--- config.mk ---
export PLATFORM = sky130hd
export DESIGN_NAME = sync_header_frame_splitter_unit
export DESIGN_NICKNAME = d
export VERILOG_FILES = /design/src/hdl/shfs_pkg.sv /design/src/hdl/shfs_core.sv /design/src/hdl/shfs_outq.sv /design/src/hdl/sync_header_frame_splitter_unit.sv
export SDC_FILE = /design/constraint.sdc
export NUM_CORES = 1
export LEC_CHECK = 0
export BUFFER_PORTS_ARGS = -buffer_cell sky130_fd_sc_hd__buf_2
export CORE_UTILIZATION = 40
export CTS_CLUSTER_DIAMETER = 100
export DETAILED_ROUTE_END_ITERATION = 10
export PLACE_DENSITY = 0.59
export SLEW_MARGIN = 20
export SYNTH_ARGS = -nofsm -noshare
export SYNTH_HDL_FRONTEND = slang
export SYNTH_SLANG_ARGS = --single-unit
export TNS_END_PERCENT = 1
--- constraint.sdc ---
create_clock -name clk -period 8.3 [get_ports clk]
set_clock_uncertainty 0.05 [all_clocks]
set_input_delay 1.245 -clock clk [delete_from_list [all_inputs] [get_ports clk]]
set_output_delay 1.245 -clock clk [all_outputs]
set_load 0.02 [all_outputs]
--- src/hdl/shfs_pkg.sv ---
// shared types, codes and constants of the sync header frame splitter
package shfs_pkg;

  localparam int HEADER_BYTES = 6;
  localparam int WIN_DEPTH    = HEADER_BYTES - 1;

  localparam int POS_W   = 17;
  localparam int PAIRS_W = 15;
  localparam int FNUM_W  = 16;
  localparam int CFG_W   = 17;
  localparam int CIDX_W  = 3;

  localparam logic [FNUM_W-1:0] FNUM_NONE = 16'hFFFF;

  // register indexes of the configuration port
  localparam logic [CIDX_W-1:0] CFG_FRAME_BYTES = 3'd0;
  localparam logic [CIDX_W-1:0] CFG_SPC         = 3'd1;
  localparam logic [CIDX_W-1:0] CFG_SYNC_FIRST  = 3'd2;
  localparam logic [CIDX_W-1:0] CFG_SYNC_SECOND = 3'd3;
  localparam logic [CIDX_W-1:0] CFG_HEADER_TAG  = 3'd4;

  // result kinds
  localparam logic [1:0] KIND_HEADER = 2'd0;
  localparam logic [1:0] KIND_PAIR   = 2'd1;
  localparam logic [1:0] KIND_END    = 2'd2;

  typedef enum logic [1:0] {
    PH_HUNT    = 2'd0,
    PH_COLLECT = 2'd1,
    PH_DONE    = 2'd2
  } phase_t;

  typedef struct packed {
    logic [POS_W-1:0]   frame_bytes;
    logic [PAIRS_W-1:0] samples_per_channel;
    logic [7:0]         sync_first;
    logic [7:0]         sync_second;
    logic [7:0]         header_tag;
  } cfg_t;

  typedef struct packed {
    logic [1:0]         kind;
    logic [FNUM_W-1:0]  frame_number;
    logic               frame_lost;
    logic [7:0]         sample_a;
    logic [7:0]         sample_b;
    logic [PAIRS_W-1:0] pair_index;
    logic               frame_complete;
    logic [FNUM_W-1:0]  completed_frames;
    logic               header_seen;
    logic               last_of_run;
  } res_t;

endpackage

--- src/hdl/shfs_core.sv ---
// per-byte deframing logic: header hunt, pair split and buffer end
module shfs_core (
  input  logic           clk,
  input  logic           rst_n,
  input  shfs_pkg::cfg_t cfg,
  input  logic           byte_take,
  input  logic [7:0]     data_byte,
  output logic           push0,
  output logic           push1,
  output shfs_pkg::res_t res0,
  output shfs_pkg::res_t res1
);

  logic [7:0]                   win_r   [shfs_pkg::WIN_DEPTH];
  logic [7:0]                   win_nxt [shfs_pkg::WIN_DEPTH];
  logic [shfs_pkg::POS_W-1:0]   pos_r, pos_nxt;
  shfs_pkg::phase_t             phase_r, phase_nxt;
  logic [shfs_pkg::PAIRS_W-1:0] pair_r, pair_nxt;
  logic                         pend_v_r, pend_v_nxt;
  logic [7:0]                   pend_b_r, pend_b_nxt;
  logic [shfs_pkg::FNUM_W-1:0]  prev_r, prev_nxt;
  logic [shfs_pkg::FNUM_W-1:0]  cnt_r, cnt_nxt;

  logic [shfs_pkg::POS_W-1:0]   fb;
  logic [7:0]                   hdr_sum;
  logic                         hdr_hit;
  logic [shfs_pkg::FNUM_W-1:0]  hdr_id;
  logic [shfs_pkg::FNUM_W-1:0]  id_diff;
  logic                         buf_end;
  shfs_pkg::res_t               end_res;

  always_comb begin
    fb      = (cfg.frame_bytes == '0) ? shfs_pkg::POS_W'(1) : cfg.frame_bytes;
    hdr_sum = win_r[2] + win_r[3] + win_r[4];
    hdr_hit = (pos_r >= shfs_pkg::POS_W'(shfs_pkg::WIN_DEPTH)) &&
              (win_r[0] == cfg.sync_first) && (win_r[1] == cfg.sync_second) &&
              (win_r[4] == cfg.header_tag) && (data_byte == hdr_sum);
    hdr_id  = {win_r[3], win_r[2]};
    id_diff = hdr_id - prev_r;
    buf_end = ({1'b0, pos_r} + 18'd1) >= {1'b0, fb};
  end

  always_ff @(posedge clk) begin
    if (!rst_n) begin
      for (int i = 0; i < shfs_pkg::WIN_DEPTH; i++) begin
        win_r[i] <= '0;
      end
      pos_r    <= '0;
      phase_r  <= shfs_pkg::PH_HUNT;
      pair_r   <= '0;
      pend_v_r <= 1'b0;
      prev_r   <= shfs_pkg::FNUM_NONE;
      cnt_r    <= '0;
    end else begin
      for (int i = 0; i < shfs_pkg::WIN_DEPTH; i++) begin
        win_r[i] <= win_nxt[i];
      end
      pos_r    <= pos_nxt;
      phase_r  <= phase_nxt;
      pair_r   <= pair_nxt;
      pend_v_r <= pend_v_nxt;
      prev_r   <= prev_nxt;
      cnt_r    <= cnt_nxt;
    end
  end

  always_ff @(posedge clk) begin
    pend_b_r <= pend_b_nxt;
  end

  always_comb begin
    for (int i = 0; i < shfs_pkg::WIN_DEPTH; i++) begin
      win_nxt[i] = win_r[i];
    end
    pos_nxt    = pos_r;
    phase_nxt  = phase_r;
    pair_nxt   = pair_r;
    pend_v_nxt = pend_v_r;
    pend_b_nxt = pend_b_r;
    prev_nxt   = prev_r;
    cnt_nxt    = cnt_r;
    push0      = 1'b0;
    push1      = 1'b0;
    res0       = '0;
    res1       = '0;
    end_res    = '0;

    if (byte_take) begin
      unique case (phase_r)
        shfs_pkg::PH_HUNT: begin
          if (hdr_hit) begin
            prev_nxt   = hdr_id;
            pair_nxt   = '0;
            pend_v_nxt = 1'b0;
            res0.kind         = shfs_pkg::KIND_HEADER;
            res0.frame_number = hdr_id;
            res0.frame_lost   = (prev_r != shfs_pkg::FNUM_NONE) &&
                                (id_diff != shfs_pkg::FNUM_W'(1));
            res0.header_seen  = 1'b1;
            if (cfg.samples_per_channel == '0) begin
              cnt_nxt             = cnt_r + shfs_pkg::FNUM_W'(1);
              phase_nxt           = shfs_pkg::PH_DONE;
              res0.frame_complete = 1'b1;
            end else begin
              phase_nxt = shfs_pkg::PH_COLLECT;
            end
            res0.completed_frames = cnt_nxt;
            push0 = 1'b1;
          end
        end
        shfs_pkg::PH_COLLECT: begin
          if (!pend_v_r) begin
            pend_v_nxt = 1'b1;
            pend_b_nxt = data_byte;
          end else begin
            pair_nxt   = pair_r + shfs_pkg::PAIRS_W'(1);
            pend_v_nxt = 1'b0;
            res0.kind         = shfs_pkg::KIND_PAIR;
            res0.sample_a     = pend_b_r;
            res0.sample_b     = data_byte;
            res0.pair_index   = pair_r;
            res0.header_seen  = 1'b1;
            if (({1'b0, pair_r} + 16'd1) >= {1'b0, cfg.samples_per_channel}) begin
              cnt_nxt             = cnt_r + shfs_pkg::FNUM_W'(1);
              phase_nxt           = shfs_pkg::PH_DONE;
              res0.frame_complete = 1'b1;
            end
            res0.completed_frames = cnt_nxt;
            push0 = 1'b1;
          end
        end
        shfs_pkg::PH_DONE: begin
        end
        default: begin
        end
      endcase

      for (int i = 0; i < shfs_pkg::WIN_DEPTH - 1; i++) begin
        win_nxt[i] = win_r[i+1];
      end
      win_nxt[shfs_pkg::WIN_DEPTH-1] = data_byte;

      if (buf_end) begin
        if (phase_nxt != shfs_pkg::PH_DONE) begin
          end_res.kind             = shfs_pkg::KIND_END;
          end_res.completed_frames = cnt_nxt;
          end_res.header_seen      = (phase_nxt == shfs_pkg::PH_COLLECT);
          if (push0) begin
            res1  = end_res;
            push1 = 1'b1;
          end else begin
            res0  = end_res;
            push0 = 1'b1;
          end
        end
        pos_nxt    = '0;
        phase_nxt  = shfs_pkg::PH_HUNT;
        pair_nxt   = '0;
        pend_v_nxt = 1'b0;
      end else begin
        pos_nxt = pos_r + shfs_pkg::POS_W'(1);
      end

      // flag the final result of this byte
      if (push1) begin
        res1.last_of_run = 1'b1;
      end else if (push0) begin
        res0.last_of_run = 1'b1;
      end
    end
  end

endmodule

--- src/hdl/shfs_outq.sv ---
// four-entry result queue, takes up to two results a cycle, gives one while out_stall is low
module shfs_outq (
  input  logic           clk,
  input  logic           rst_n,
  input  logic           push0,
  input  logic           push1,
  input  shfs_pkg::res_t res0,
  input  shfs_pkg::res_t res1,
  output logic           room,
  output logic           out_valid,
  input  logic           out_stall,
  output shfs_pkg::res_t head
);

  shfs_pkg::res_t mem_r [4];
  logic [1:0]     wr_r, wr_nxt;
  logic [1:0]     rd_r, rd_nxt;
  logic [2:0]     cnt_r, cnt_nxt;
  logic           pop;

  always_comb begin
    pop       = (cnt_r != 3'd0) && !out_stall;
    out_valid = (cnt_r != 3'd0);
    head      = mem_r[rd_r];
    room      = (cnt_r <= 3'd2);
    wr_nxt    = wr_r + {1'b0, push0} + {1'b0, push1};
    rd_nxt    = rd_r + {1'b0, pop};
    cnt_nxt   = cnt_r + {2'b0, push0} + {2'b0, push1} - {2'b0, pop};
  end

  always_ff @(posedge clk) begin
    if (!rst_n) begin
      wr_r  <= '0;
      rd_r  <= '0;
      cnt_r <= '0;
    end else begin
      wr_r  <= wr_nxt;
      rd_r  <= rd_nxt;
      cnt_r <= cnt_nxt;
    end
  end

  always_ff @(posedge clk) begin
    if (push0) begin
      mem_r[wr_r] <= res0;
    end
    if (push1) begin
      mem_r[wr_r + 2'd1] <= res1;
    end
  end

endmodule

--- src/hdl/sync_header_frame_splitter_unit.sv ---
// top level of the sync header frame splitter: config registers and wiring
// Takes one stream byte per cycle and answers it in the same cycle into a
// four-entry result queue; a byte yields zero, one or two results (a header
// or sample pair, and an end report when that byte closes a buffer with no
// completed frame), and the queue drains one result per cycle, so the sustained
// rate is one byte per cycle unless the result side stalls or two-result bytes
// pile up. in_stall rises while fewer than two queue entries are free. Results
// come out in order, last_of_run marking the final result of each byte. The
// user must write the configuration registers via cfg_we/cfg_index/cfg_data
// only while the block is idle (unenforced); indexes past the list are ignored.
module sync_header_frame_splitter_unit (
  input  logic                         clk,
  input  logic                         rst_n,
  input  logic                         cfg_we,
  input  logic [shfs_pkg::CIDX_W-1:0]  cfg_index,
  input  logic [shfs_pkg::CFG_W-1:0]   cfg_data,
  input  logic                         in_valid,
  output logic                         in_stall,
  input  logic [7:0]                   in_data_byte,
  output logic                         out_valid,
  input  logic                         out_stall,
  output logic [1:0]                   out_kind,
  output logic [shfs_pkg::FNUM_W-1:0]  out_frame_number,
  output logic                         out_frame_lost,
  output logic [7:0]                   out_sample_a,
  output logic [7:0]                   out_sample_b,
  output logic [shfs_pkg::PAIRS_W-1:0] out_pair_index,
  output logic                         out_frame_complete,
  output logic [shfs_pkg::FNUM_W-1:0]  out_completed_frames,
  output logic                         out_header_seen,
  output logic                         out_last_of_run
);

  shfs_pkg::cfg_t cfg_r;
  shfs_pkg::res_t res0, res1, head;
  logic           push0, push1, room, byte_take;

  always_ff @(posedge clk) begin
    if (!rst_n) begin
      cfg_r.frame_bytes         <= 17'd4096;
      cfg_r.samples_per_channel <= 15'd2045;
      cfg_r.sync_first          <= 8'hAA;
      cfg_r.sync_second         <= 8'h55;
      cfg_r.header_tag          <= 8'hD0;
    end else if (cfg_we) begin
      unique case (cfg_index)
        shfs_pkg::CFG_FRAME_BYTES: cfg_r.frame_bytes <= cfg_data;
        shfs_pkg::CFG_SPC:         cfg_r.samples_per_channel <= cfg_data[14:0];
        shfs_pkg::CFG_SYNC_FIRST:  cfg_r.sync_first  <= cfg_data[7:0];
        shfs_pkg::CFG_SYNC_SECOND: cfg_r.sync_second <= cfg_data[7:0];
        shfs_pkg::CFG_HEADER_TAG:  cfg_r.header_tag  <= cfg_data[7:0];
        default: begin
        end
      endcase
    end
  end

  assign in_stall  = !room;
  assign byte_take = in_valid && room;

  shfs_core u_core (
    .clk       (clk),
    .rst_n     (rst_n),
    .cfg       (cfg_r),
    .byte_take (byte_take),
    .data_byte (in_data_byte),
    .push0     (push0),
    .push1     (push1),
    .res0      (res0),
    .res1      (res1)
  );

  shfs_outq u_outq (
    .clk       (clk),
    .rst_n     (rst_n),
    .push0     (push0),
    .push1     (push1),
    .res0      (res0),
    .res1      (res1),
    .room      (room),
    .out_valid (out_valid),
    .out_stall (out_stall),
    .head      (head)
  );

  assign out_kind             = head.kind;
  assign out_frame_number     = head.frame_number;
  assign out_frame_lost       = head.frame_lost;
  assign out_sample_a         = head.sample_a;
  assign out_sample_b         = head.sample_b;
  assign out_pair_index       = head.pair_index;
  assign out_frame_complete   = head.frame_complete;
  assign out_completed_frames = head.completed_frames;
  assign out_header_seen      = head.header_seen;
  assign out_last_of_run      = head.last_of_run;

endmodule
==> results.md, run 1 <==
- Tmin final: 6.44 ns
- Worst-path maximum fanout: 23
- Post-synthesis simple-gate area fraction: 14.1%
- Cts bufs inserted: 48
- Layout cells sized above 1: 14.2%
- CTS Buffer Depth: 3
- Post-synth top area share: 35.5%
- Critical path arrival: 6.55 ns
- Worst skew pair latency: 0.60 ns
- CTS tree: built
- Total GRT Usage: 21.5%
- Post-synth ARST share: 0%
- Routed Antenna Nets: 0
- Most frequent cell after synthesis: dfxtp_1
- Largest net degree at the start of global routing: 65
- Fmax: 0.155 GHz
- Multiplexer share of the synthesized area: 7.88%
- Number of diodes: 0
- Worst Hold Class: flip-flop to flip-flop
- RSZ-0062 raised after global routing: no
- Status: complete, no violations
- Primary FF master, synth: dfxtp_1
- Setup TNS: 0 ns
- Sink Count: 454
- Wire per inst: 20.4 um
- Worst VDD drop: 0.145 mV
- Worst hold margin: 0.402 ns
- Netlist Area Pre-Place: 20900 um^2
- Post-Synth XOR/XNOR Area: 3.45%
- Mean Syn Cell Area: 10.2 um^2
- Nets: 2184
- Post-CTS Resized: 0
- Num ports: 104
- First-pass GRT wire length: 89800 um
- Via count: 16.0k
- Pre-antenna DRT Iters: 5
- Yosys reg bits: 454
- Grt ovf: 0
- Die height: 231 um
- Largest family of logic cells by synthesized area: compound AO/OA/AOI/OAI gates
- Critical Path RT: 8.41 ns
- Die Area: 53100 um^2
- First DRT Iteration DRCs: 1301
- Final Cycle Share: 77.6%
- Die X: 231 um
- Area grow syn2layout: 12.2%
- Core area: 51400 um^2
- Critical path type: flip-flop to flip-flop
- Initial core utilization: 40.6%
- Root buf cell: clkbuf_16
- Setup bufs post-CTS: 0
- Post-CTS Hold Fix Bufs: 0
- Post-synth EDFFs: 84
- Hold Violations, Final: 0
- Post-synth top area cell: dfxtp_1
- Vias per cell: 5.74
- Yosys cell types: 83
- Post-DP HPWL: 37400 um
- # setup viols final: 0
- Rows: 83
- Leakage Power: 9.14 nW
- Max Slew Vio Count: 0
- Synthesized Nets: 2160
- Slew margin rel.: 26.7%
- Vias in the first global route: 15.7k
- Syn Inst Count: 2055
- Initial antenna violation count: 0
- Warnings, synthesis: 0
- Final Wtd Congestion: 0.868
- Commonest cells in the netlist: 370 x dfxtp_1, 296 x nand2_1, 193 x a22o_1, 155 x a21oi_1, 109 x nor2_1
- Synth area leaders: dfxtp_1 35%, edfxtp_1 12%, a22o_1 8.1%, mux4_2 7.4%, nand2_1 5.3%
- Total power divided by cell area: 228 nW/um^2
- Max-cap violations: 0
- Clock transition at path regs: 0.06 ns
- DRT Wirelength: 57100 um
- Slew @ Worst Pin: 1.10 ns
- Synth Area in Compound Gates: 17.6%
- Register area share after synthesis: 47.5%
- H-tree levels: 2
- Synth Area in Adders: 4.74%
- DRC: 0
- CP endpoint kind: flip-flop
- I/O Buffers: 103
- Worst Setup Start Kind: flip-flop
[worst paths after layout]
kind                                     from                          endpoint  slack, ns  depth (start not counted)
min          u_outq.mem_r[3][67]$_SDFFE_PP0P_  u_outq.mem_r[3][67]$_SDFFE_PP0P_       0.40                          1
min reg2reg  u_outq.mem_r[3][67]$_SDFFE_PP0P_  u_outq.mem_r[3][67]$_SDFFE_PP0P_       0.40                          1
max          u_core.win_r[0][17]$_SDFFE_PN0P_      u_outq.mem_r[3][5]$_DFFE_PP_       1.86                         14
max reg2reg  u_core.win_r[0][17]$_SDFFE_PN0P_      u_outq.mem_r[3][5]$_DFFE_PP_       1.86                         14
[sequential cells by signal (all words and copies together), names as in the netlist, 3 cells and up]
name / cells
u_core.pend_b_r: 8
u_outq.mem_r: 276
u_core.pos_r: 17
u_core.win_r: 40
u_core.cnt_r: 16
u_core.prev_r: 16
u_outq.cnt_r: 3
u_core.pair_r: 15
cfg_r: 56
[through the flow]
stage / area (um^2) / power (W) / std cells / setup WS [ns] / util (%)
CTS: 23400 / 0.00539 / 2795 / 1.85 / 45.6
detailed placement: 21800 / 0.00314 / 2709 / 1.86 / 42.4
global placement: 21800 / 0.00314 / 2709 / 1.91 / 42.4
global route: 23400 / 0.00555 / 2795 / 1.38 / 45.6
finish: 23400 / 0.00533 / 2795 / 1.86 / 45.6
floorplan: 20900 / 0.00292 / 2055 / 3.36 / -
[critical path, cell delays in order (launching register included)]
cell and delay, ns:
dfxtp_1 0.59, fa_1 0.48, ha_1 0.24, fa_1 0.41
xor3_1 0.39, nor4_1 0.29, o2111ai_1 0.14, nor4_1 0.53
and4b_1 0.35, or3_1 0.56, nor2_1 0.18, nor2_4 0.13
inv_2 0.16, a32oi_4 0.84, inv_1 0.67
[cells in the final DEF (no fill, tap or decap), types with 47 or more instances in the layout]
cell	netlist	layout
mux4_2	69	69
xor2_1	47	47
a22o_1	193	193
clkbuf_16	0	49
ha_1	60	60
nor2_1	109	109
dfxtp_1	370	368
nand2_1	296	296
buf_2	15	103
nand3_1	59	59
a21oi_1	155	155
inv_1	73	73
edfxtp_1	84	84
[cell type report]
cell class	instances	area (um^2)
fill	4818	28000
multi-input combinational	1378	10100
sequential	454	9940
clock buffer	69	1400
tap	680	851
timing repair buffer	122	658
inverter	75	283
clock inverter	17	255
[layer usage]
metal  routed length, um  global-route usage, %  vias up
met4                1660                   7.78        0
met2               26700                   34.6      462
met1               25700                   29.2     7950
met3                3090                   3.46       85
li1                    -                      -     7542
met5                   0                      0        -
[logic make-up after synthesis]
group | count (synthesis)
flip-flops | 454
adder cells (fa/ha/maj) | 72
multiplexers | 78
AO/OA/AOI/OAI | 511
buffers and inverters | 223
AND/OR/NAND/NOR | 638
XOR/XNOR | 79
[power breakdown]
part           switching (W)  internal [W]
Combinational       0.000443      0.000281
Sequential         0.0000886       0.00227
Clock               0.000896       0.00135
No activity file was read; power rests on OpenSTA's default activity.
==> run 2, diff against run 1 <==
ABC_AREA = 1   (was not set)
PLACE_DENSITY = 0.61   (was 0.59)
clock period = 5.3 ns   (was 8.3 ns; I/O delays follow)
==> run 2 against run 1 <==
Area after synthesis grew 15%. Setup slack lost 1.4 ns. Flip-flop and latch count is the same. Non-clock buffer count grew 35. Combinational power grew to 4.4 times the previous value. Register-to-register slack lost 1.4 ns. Critical path type unchanged. Largest cell class unchanged.
==> results.md, run 2 <==
- Initial antenna violation count: 0
- Worst Setup Start Kind: flip-flop
- Post-CTS Hold Fix Bufs: 0
- Total GRT Usage: 24.2%
- Post-CTS Resized: 0
- Register area share after synthesis: 41.5%
- Core area: 59000 um^2
- Hold Violations, Final: 0
- I/O Buffers: 103
- Via count: 22.2k
- Die height: 247 um
- Total power divided by cell area: 400 nW/um^2
- Max Slew Vio Count: 0
- Commonest cells in the netlist: 1018 x nand2_1, 441 x nor2_1, 370 x dfxtp_1, 337 x inv_1, 262 x nand3_1
- Most flop-heavy register: u_outq.mem_r
- Slew @ Worst Pin: 0.927 ns
- Biggest regs: u_outq.mem_r: 276 flops, cfg_r: 56 flops, u_core.win_r: 40 flops
- H-tree levels: 2
- Synth area leaders: dfxtp_1 31%, nand2_1 16%, edfxtp_1 11%, nor2_1 6.9%, nand3_1 5.5%
- Yosys reg bits: 454
- Post-synth top area share: 30.9%
- Primary FF master, synth: dfxtp_1
- Yosys cell types: 46
- Slew margin rel.: 37.8%
- Warnings, synthesis: 0
- DP Worst Slack: 0.589 ns
- CTS Buffer Depth: 3
- Mean Syn Cell Area: 6.90 um^2
- Root buf cell: clkbuf_16
- Syn Inst Count: 3471
- Die Area: 60800 um^2
- Fmax: 0.207 GHz
- Synthesized Nets: 3576
- Area grow syn2layout: 12.2%
- Post-synth top area cell: dfxtp_1
- # setup viols final: 0
- Clock transition at path regs: 0.06 ns
- Num ports: 104
- Setup bufs post-CTS: 0
- DRT Wirelength: 74100 um
- Critical path type: flip-flop to flip-flop
- Setup TNS: 0 ns
- RSZ-0062 raised after global routing: no
- Status: complete, no violations
- CTS tree: built
- Post-DP HPWL: 48900 um
- Vias in the first global route: 20.5k
- Post-synth ARST share: 0%
- Final Wtd Congestion: 0.906
- Vias per cell: 5.14
- Max-cap violations: 0
- Final Cycle Share: 91.1%
- Netlist Area Pre-Place: 23900 um^2
- Largest net degree at the start of global routing: 88
- Critical path arrival: 5.23 ns
- Grt ovf: 0
- Die X: 247 um
- First-pass GRT wire length: 117000 um
- Worst Hold Class: input port to flip-flop
- Tmin final: 4.83 ns
- Setup WS post-layout: 0.471 ns
- Fill count: 6120
- Rows: 89
- First DRT Iteration DRCs: 1721
- Most frequent cell after synthesis: nand2_1
- Worst-path maximum fanout: 6
- DRC: 0
- Leakage Power: 13.2 nW
- Critical Path RT: 5.70 ns
- Worst skew pair latency: 0.61 ns
- Nets: 3599
- Max reg flops: 276
- Worst hold margin: 0.390 ns
- Most common cell after layout, fill and taps aside: nand2_1
- Wire per inst: 17.2 um
- Pre-antenna DRT Iters: 6
- Cts bufs inserted: 51
- Routed Antenna Nets: 0
- Layout cells sized above 1: 8.03%
- Initial core utilization: 40.6%
- Sink Count: 454
- Commonest non-fill, non-tap cells in the layout: 1017 x nand2_1, 440 x nor2_1, 368 x dfxtp_1, 334 x inv_1, 259 x nand3_1
- CP endpoint kind: flip-flop
- Post-synth EDFFs: 84
- Worst VDD drop: 0.297 mV
[run 2: changes by cell type in the layout (fill, tap and decap cells not counted), sizes merged, moves of 23 or more]
cell   before   now
nor4       33     9
a21oi     155   199
nor2      111   450
inv        75   352
o22ai       9    51
mux4       69     0
nand3      59   268
buf       122   157
o21ai      37   205
nand4       9    32
nand2     297  1022
a22o      193     0
[run 2: stage by stage]
stage | total power, W | util, % | cell area, um^2 | std cells
6_report | 0.0108 | 45.5 | 26900 | 4310
5_1_grt | 0.0113 | 45.5 | 26900 | 4309
4_1_cts | 0.0108 | 45.5 | 26900 | 4309
3_5_place_dp | 0.00720 | 42.6 | 25200 | 4214
3_3_place_gp | 0.00720 | 42.6 | 25200 | 4214
2_1_floorplan | 0.00615 | - | 23900 | 3471
[run 2: path summary, 6_finish.rpt]
path	from	end	slack, ns	cells after the start
setup / recovery	u_core.pos_r[2]$_SDFFE_PN0P_	u_outq.cnt_r[2]$_SDFF_PN0_	0.47	24
hold reg to reg	u_outq.mem_r[1][33]$_SDFFE_PP0N_	u_outq.mem_r[1][33]$_SDFFE_PP0N_	0.41	2
hold / removal	cfg_data[9]	cfg_r[33]$_SDFFE_PN1P_	0.39	3
setup reg to reg	u_core.pos_r[2]$_SDFFE_PN0P_	u_outq.cnt_r[2]$_SDFF_PN0_	0.47	24
[run 2: report_power, final]
part	leakage [nW]	total, W	switching, W	internal, W
registers	3.85	0.00397	0.000260	0.00371
clock network	0.842	0.00362	0.00150	0.00212
logic	8.47	0.00317	0.00219	0.000981
total	13.2	0.0108	0.00395	0.00680
[run 2: cells by family (layout without fill, tap and decap cells)]
family	count (synthesis)	in the layout	synth area share, %
compound gates	526	526	12.0
xor+xnor	67	67	2.45
other cells	0	1	0
flops	454	454	41.5
simple gates	1814	1814	31.1
buf+inv	538	603	8.81
fa+ha+maj	72	72	4.14
[run 2: layout make-up]
class | count | area [um^2] | share of cell area, %
clock buffer | 82 | 1600 | 5.95
antenna | 1 | 2.50 | 0.00931
sequential | 454 | 9930 | 37.0
inverter | 351 | 1320 | 4.91
timing repair buffer | 157 | 986 | 3.67
multi-input combinational | 2479 | 11900 | 44.5
clock inverter | 13 | 111 | 0.414
tap | 773 | 967 | 3.60
[run 2: routing by layer]
layer	share of wire, %	track usage, %
met1	48	34.9
met2	44	38.3
met3	5.7	3.03
met4	2.0	5.66
met5	0	0
[run 2: critical path: stages (launching register included)]
cell and delay [ns]:
dfxtp_1 0.42, nand2_1 0.12, nor3_1 0.23, nand2_1 0.14, nor2_1 0.19, nand3_1 0.14
nor2_1 0.23, nand3_1 0.16, xnor2_1 0.26, ha_1 0.30, nand2_1 0.08, nor2_1 0.04
a211oi_1 0.22, nand2_1 0.10, nand2_1 0.07, nand2_1 0.07, a21boi_0 0.30, nand2_1 0.14
nand3_2 0.21, ha_1 0.16, inv_1 0.05, fa_1 0.41, fa_1 0.38, xor2_1 0.16
nor2_1 0.05
==> run 3, diff against run 2 <==
CELL_PAD_IN_SITES_DETAIL_PLACEMENT = 1   (was not set)
CELL_PAD_IN_SITES_GLOBAL_PLACEMENT = 1   (was not set)
PLACE_DENSITY = 0.78   (was 0.61)
==> run 3 against run 2 <==
Critical path depth is 2 lower. Die area stayed put. Total power is 1.8% higher. Setup slack better by 0.088 ns. First-iteration DRC count is 17% lower. Maximum frequency is 1.9% higher. Core utilization hardly changed. Sequential power is 1% lower. Non-clock buffer count is 8 lower. Critical path type unchanged. Largest cell class unchanged.
==> results.md, run 3 (synthesis gave the netlist of run 2 again) <==
- Status: complete, no violations
- Clock Power Share: 34.1%
- Worst-path maximum fanout: 32
- CTS Buffer Depth: 3
- Crit path cell chain: nand2_1 > nor3_1 > nand2_1 > nor2_1 > nand3_1 > nor2_1 > nand3_1 > xnor2_1 > ha_1 > nand4_1 > nor2_1 > a31oi_1 > and2_1 > nand2_1 > nand2_1 > nand2_1 > buf_4 > nor2_1 > nor2_4 > nand3_2 > nand2_1 > buf_4
- Post-DP HPWL: 55100 um
- I/O Buffers: 103
- Final instance area: 26900 um^2
- Layout cells sized above 1: 7.94%
- Tmin final: 4.74 ns
- Most flop-heavy register: u_outq.mem_r
- Fill count: 7651
- Sequential share of power: 35.9%
- Worst Setup Start Kind: flip-flop
- Biggest regs: u_outq.mem_r: 276 flops, cfg_r: 56 flops, u_core.win_r: 40 flops
- Die Area: 60800 um^2
- Initial antenna violation count: 5
- Post-CTS Resized: 0
- Critical path arrival: 5.01 ns
- Die height: 247 um
- Pwr Total: 0.0110 W
- Worst Hold Class: input port to flip-flop
- Setup bufs post-CTS: 0
- Int Pwr: 0.00688 W
- Post-CTS Hold Fix Bufs: 0
- Clock transition at path regs: 0.06 ns
- Routed Antenna Nets: 0
- Slew @ Worst Pin: 1.10 ns
- Vias per cell: 5.29
- H-tree levels: 2
- First DRT Iteration DRCs: 1430
- Commonest non-fill, non-tap cells in the layout: 1017 x nand2_1, 441 x nor2_1, 367 x dfxtp_1, 334 x inv_1, 259 x nand3_1
- Most used cell, CP: nand2_1
- CP max-delay cell: nand2_1
- Max-cap violations: 0
- Leakage Power: 13.1 nW
- Placed cell area: 25100 um^2
- Setup TNS: 0 ns
- Most common cell after layout, fill and taps aside: nand2_1
- Final Wtd Congestion: 0.877
- Vias in the first global route: 22.5k
- Worst VDD drop: 0.501 mV
- Max stage delay on crit path: 0.44 ns
- Die X: 247 um
- Worst Path Buf+Inv: 2
- Delay-heaviest family, CP: simple AND/OR/NAND/NOR gates
- Sink Count: 454
- Total power divided by cell area: 407 nW/um^2
- Non-Filler Instances: 4300
- Switch share: 37.2%
- Root buf cell: clkbuf_16
- Hold Violations, Final: 0
- Cts bufs inserted: 52
- Final Cycle Share: 89.4%
- DRT Wirelength: 80400 um
- Nets: 3592
- Area grow syn2layout: 12.3%
- DRC: 0
- Largest net degree at the start of global routing: 101
- Worst skew pair latency: 0.62 ns
- Max reg flops: 276
- Worst hold margin: 0.370 ns
- Total GRT Usage: 26.6%
- Grt ovf: 0
- Num ports: 104
- RSZ-0062 raised after global routing: no
- Fmax: 0.211 GHz
- Pre-antenna DRT Iters: 7
- Rows: 89
- Cells after DPL: 4205
- Wire per inst: 18.7 um
- Core area: 59000 um^2
- Critical path type: flip-flop to flip-flop
- Slew margin rel.: 26.9%
- CP endpoint kind: flip-flop
- Max Slew Vio Count: 0
- Combinational share of power: 30.0%
- Critical Path RT: 5.57 ns
- CTS tree: built
- Switching power: 0.00407 W
- Initial core utilization: 40.6%
- First-pass GRT wire length: 127000 um
- # setup viols final: 0
- Via count: 22.8k
[run 3: cell count changes in the layout (fill, tap and decap cells not counted), moves of 3 or more]
cell / change
clkbuf_1: -9
bufinv_16: +5
clkbuf_16: -4
clkinvlp_4: +3
clkinvlp_2: +3
buf_4: -9
inv_6: +5
clkinv_1: +3
clkinv_2: -3
clkbuf_8: -5
[run 3: through the flow]
stage | setup slack [ns] | utilization (%)
floorplan | 1.01 | -
global placement | 0.467 | 42.5
detailed placement | 0.311 | 42.5
CTS | 0.289 | 45.5
global route | 0.0202 | 45.5
finish | 0.559 | 45.5
[run 3: power groups by stage]
| stage | clock network, W | logic, W | registers, W |
|---|---|---|---|
| 3_3_place_gp | 0 | 0.00321 | 0.00400 |
| 5_1_grt | 0.00393 | 0.00364 | 0.00396 |
| 3_5_place_dp | 0 | 0.00325 | 0.00400 |
| 6_report | 0.00373 | 0.00328 | 0.00393 |
| 4_1_cts | 0.00380 | 0.00327 | 0.00393 |
| 2_1_floorplan | 0 | 0.00226 | 0.00389 |
[run 3: path summary, 6_finish.rpt]
path                                    start                                to  slack, ns  cells past startpoint
max              u_core.pos_r[2]$_SDFFE_PN0P_     u_outq.mem_r[1][14]$_DFFE_PP_       0.56                     22
min                           in_data_byte[7]      u_core.pend_b_r[7]$_DFFE_PP_       0.37                      1
max reg2reg      u_core.pos_r[2]$_SDFFE_PN0P_     u_outq.mem_r[1][14]$_DFFE_PP_       0.56                     22
min reg2reg  u_outq.mem_r[1][34]$_SDFFE_PP0N_  u_outq.mem_r[1][34]$_SDFFE_PP0N_       0.41                      2
[run 3: worst reg2reg max path, stage by stage (launching register included)]
cell and delay [ns]:
dfxtp_1 0.43, nand2_1 0.12, nor3_1 0.21, nand2_1 0.13, nor2_1 0.17, nand3_1 0.14
nor2_1 0.23, nand3_1 0.13, xnor2_1 0.16, ha_1 0.33, nand4_1 0.13, nor2_1 0.12
a31oi_1 0.07, and2_1 0.14, nand2_1 0.11, nand2_1 0.08, nand2_1 0.08, buf_4 0.42
nor2_1 0.15, nor2_4 0.21, nand3_2 0.10, nand2_1 0.44, buf_4 0.31
[run 3: final cells by class]
cell class                      count  area (um^2)  share of cell area (%)
Multi-Input combinational cell   2479        12000                    44.5
Antenna cell                        1         2.50                 0.00931
Tap cell                          773          967                    3.60
Sequential cell                   454         9940                    37.0
Timing Repair Buffer              149          946                    3.52
Inverter                          351         1320                    4.91
Clock buffer                       64         1400                    5.19
Clock inverter                     29          352                    1.31
[run 3: metal layers]
layer,up-vias,routed length (um),GRT usage (%)
met5,-,36,0
met4,6,1940,7.04
met3,121,4410,4.36
met2,468,35900,42.2
met1,11000,38100,37.3
li1,11200,-,-
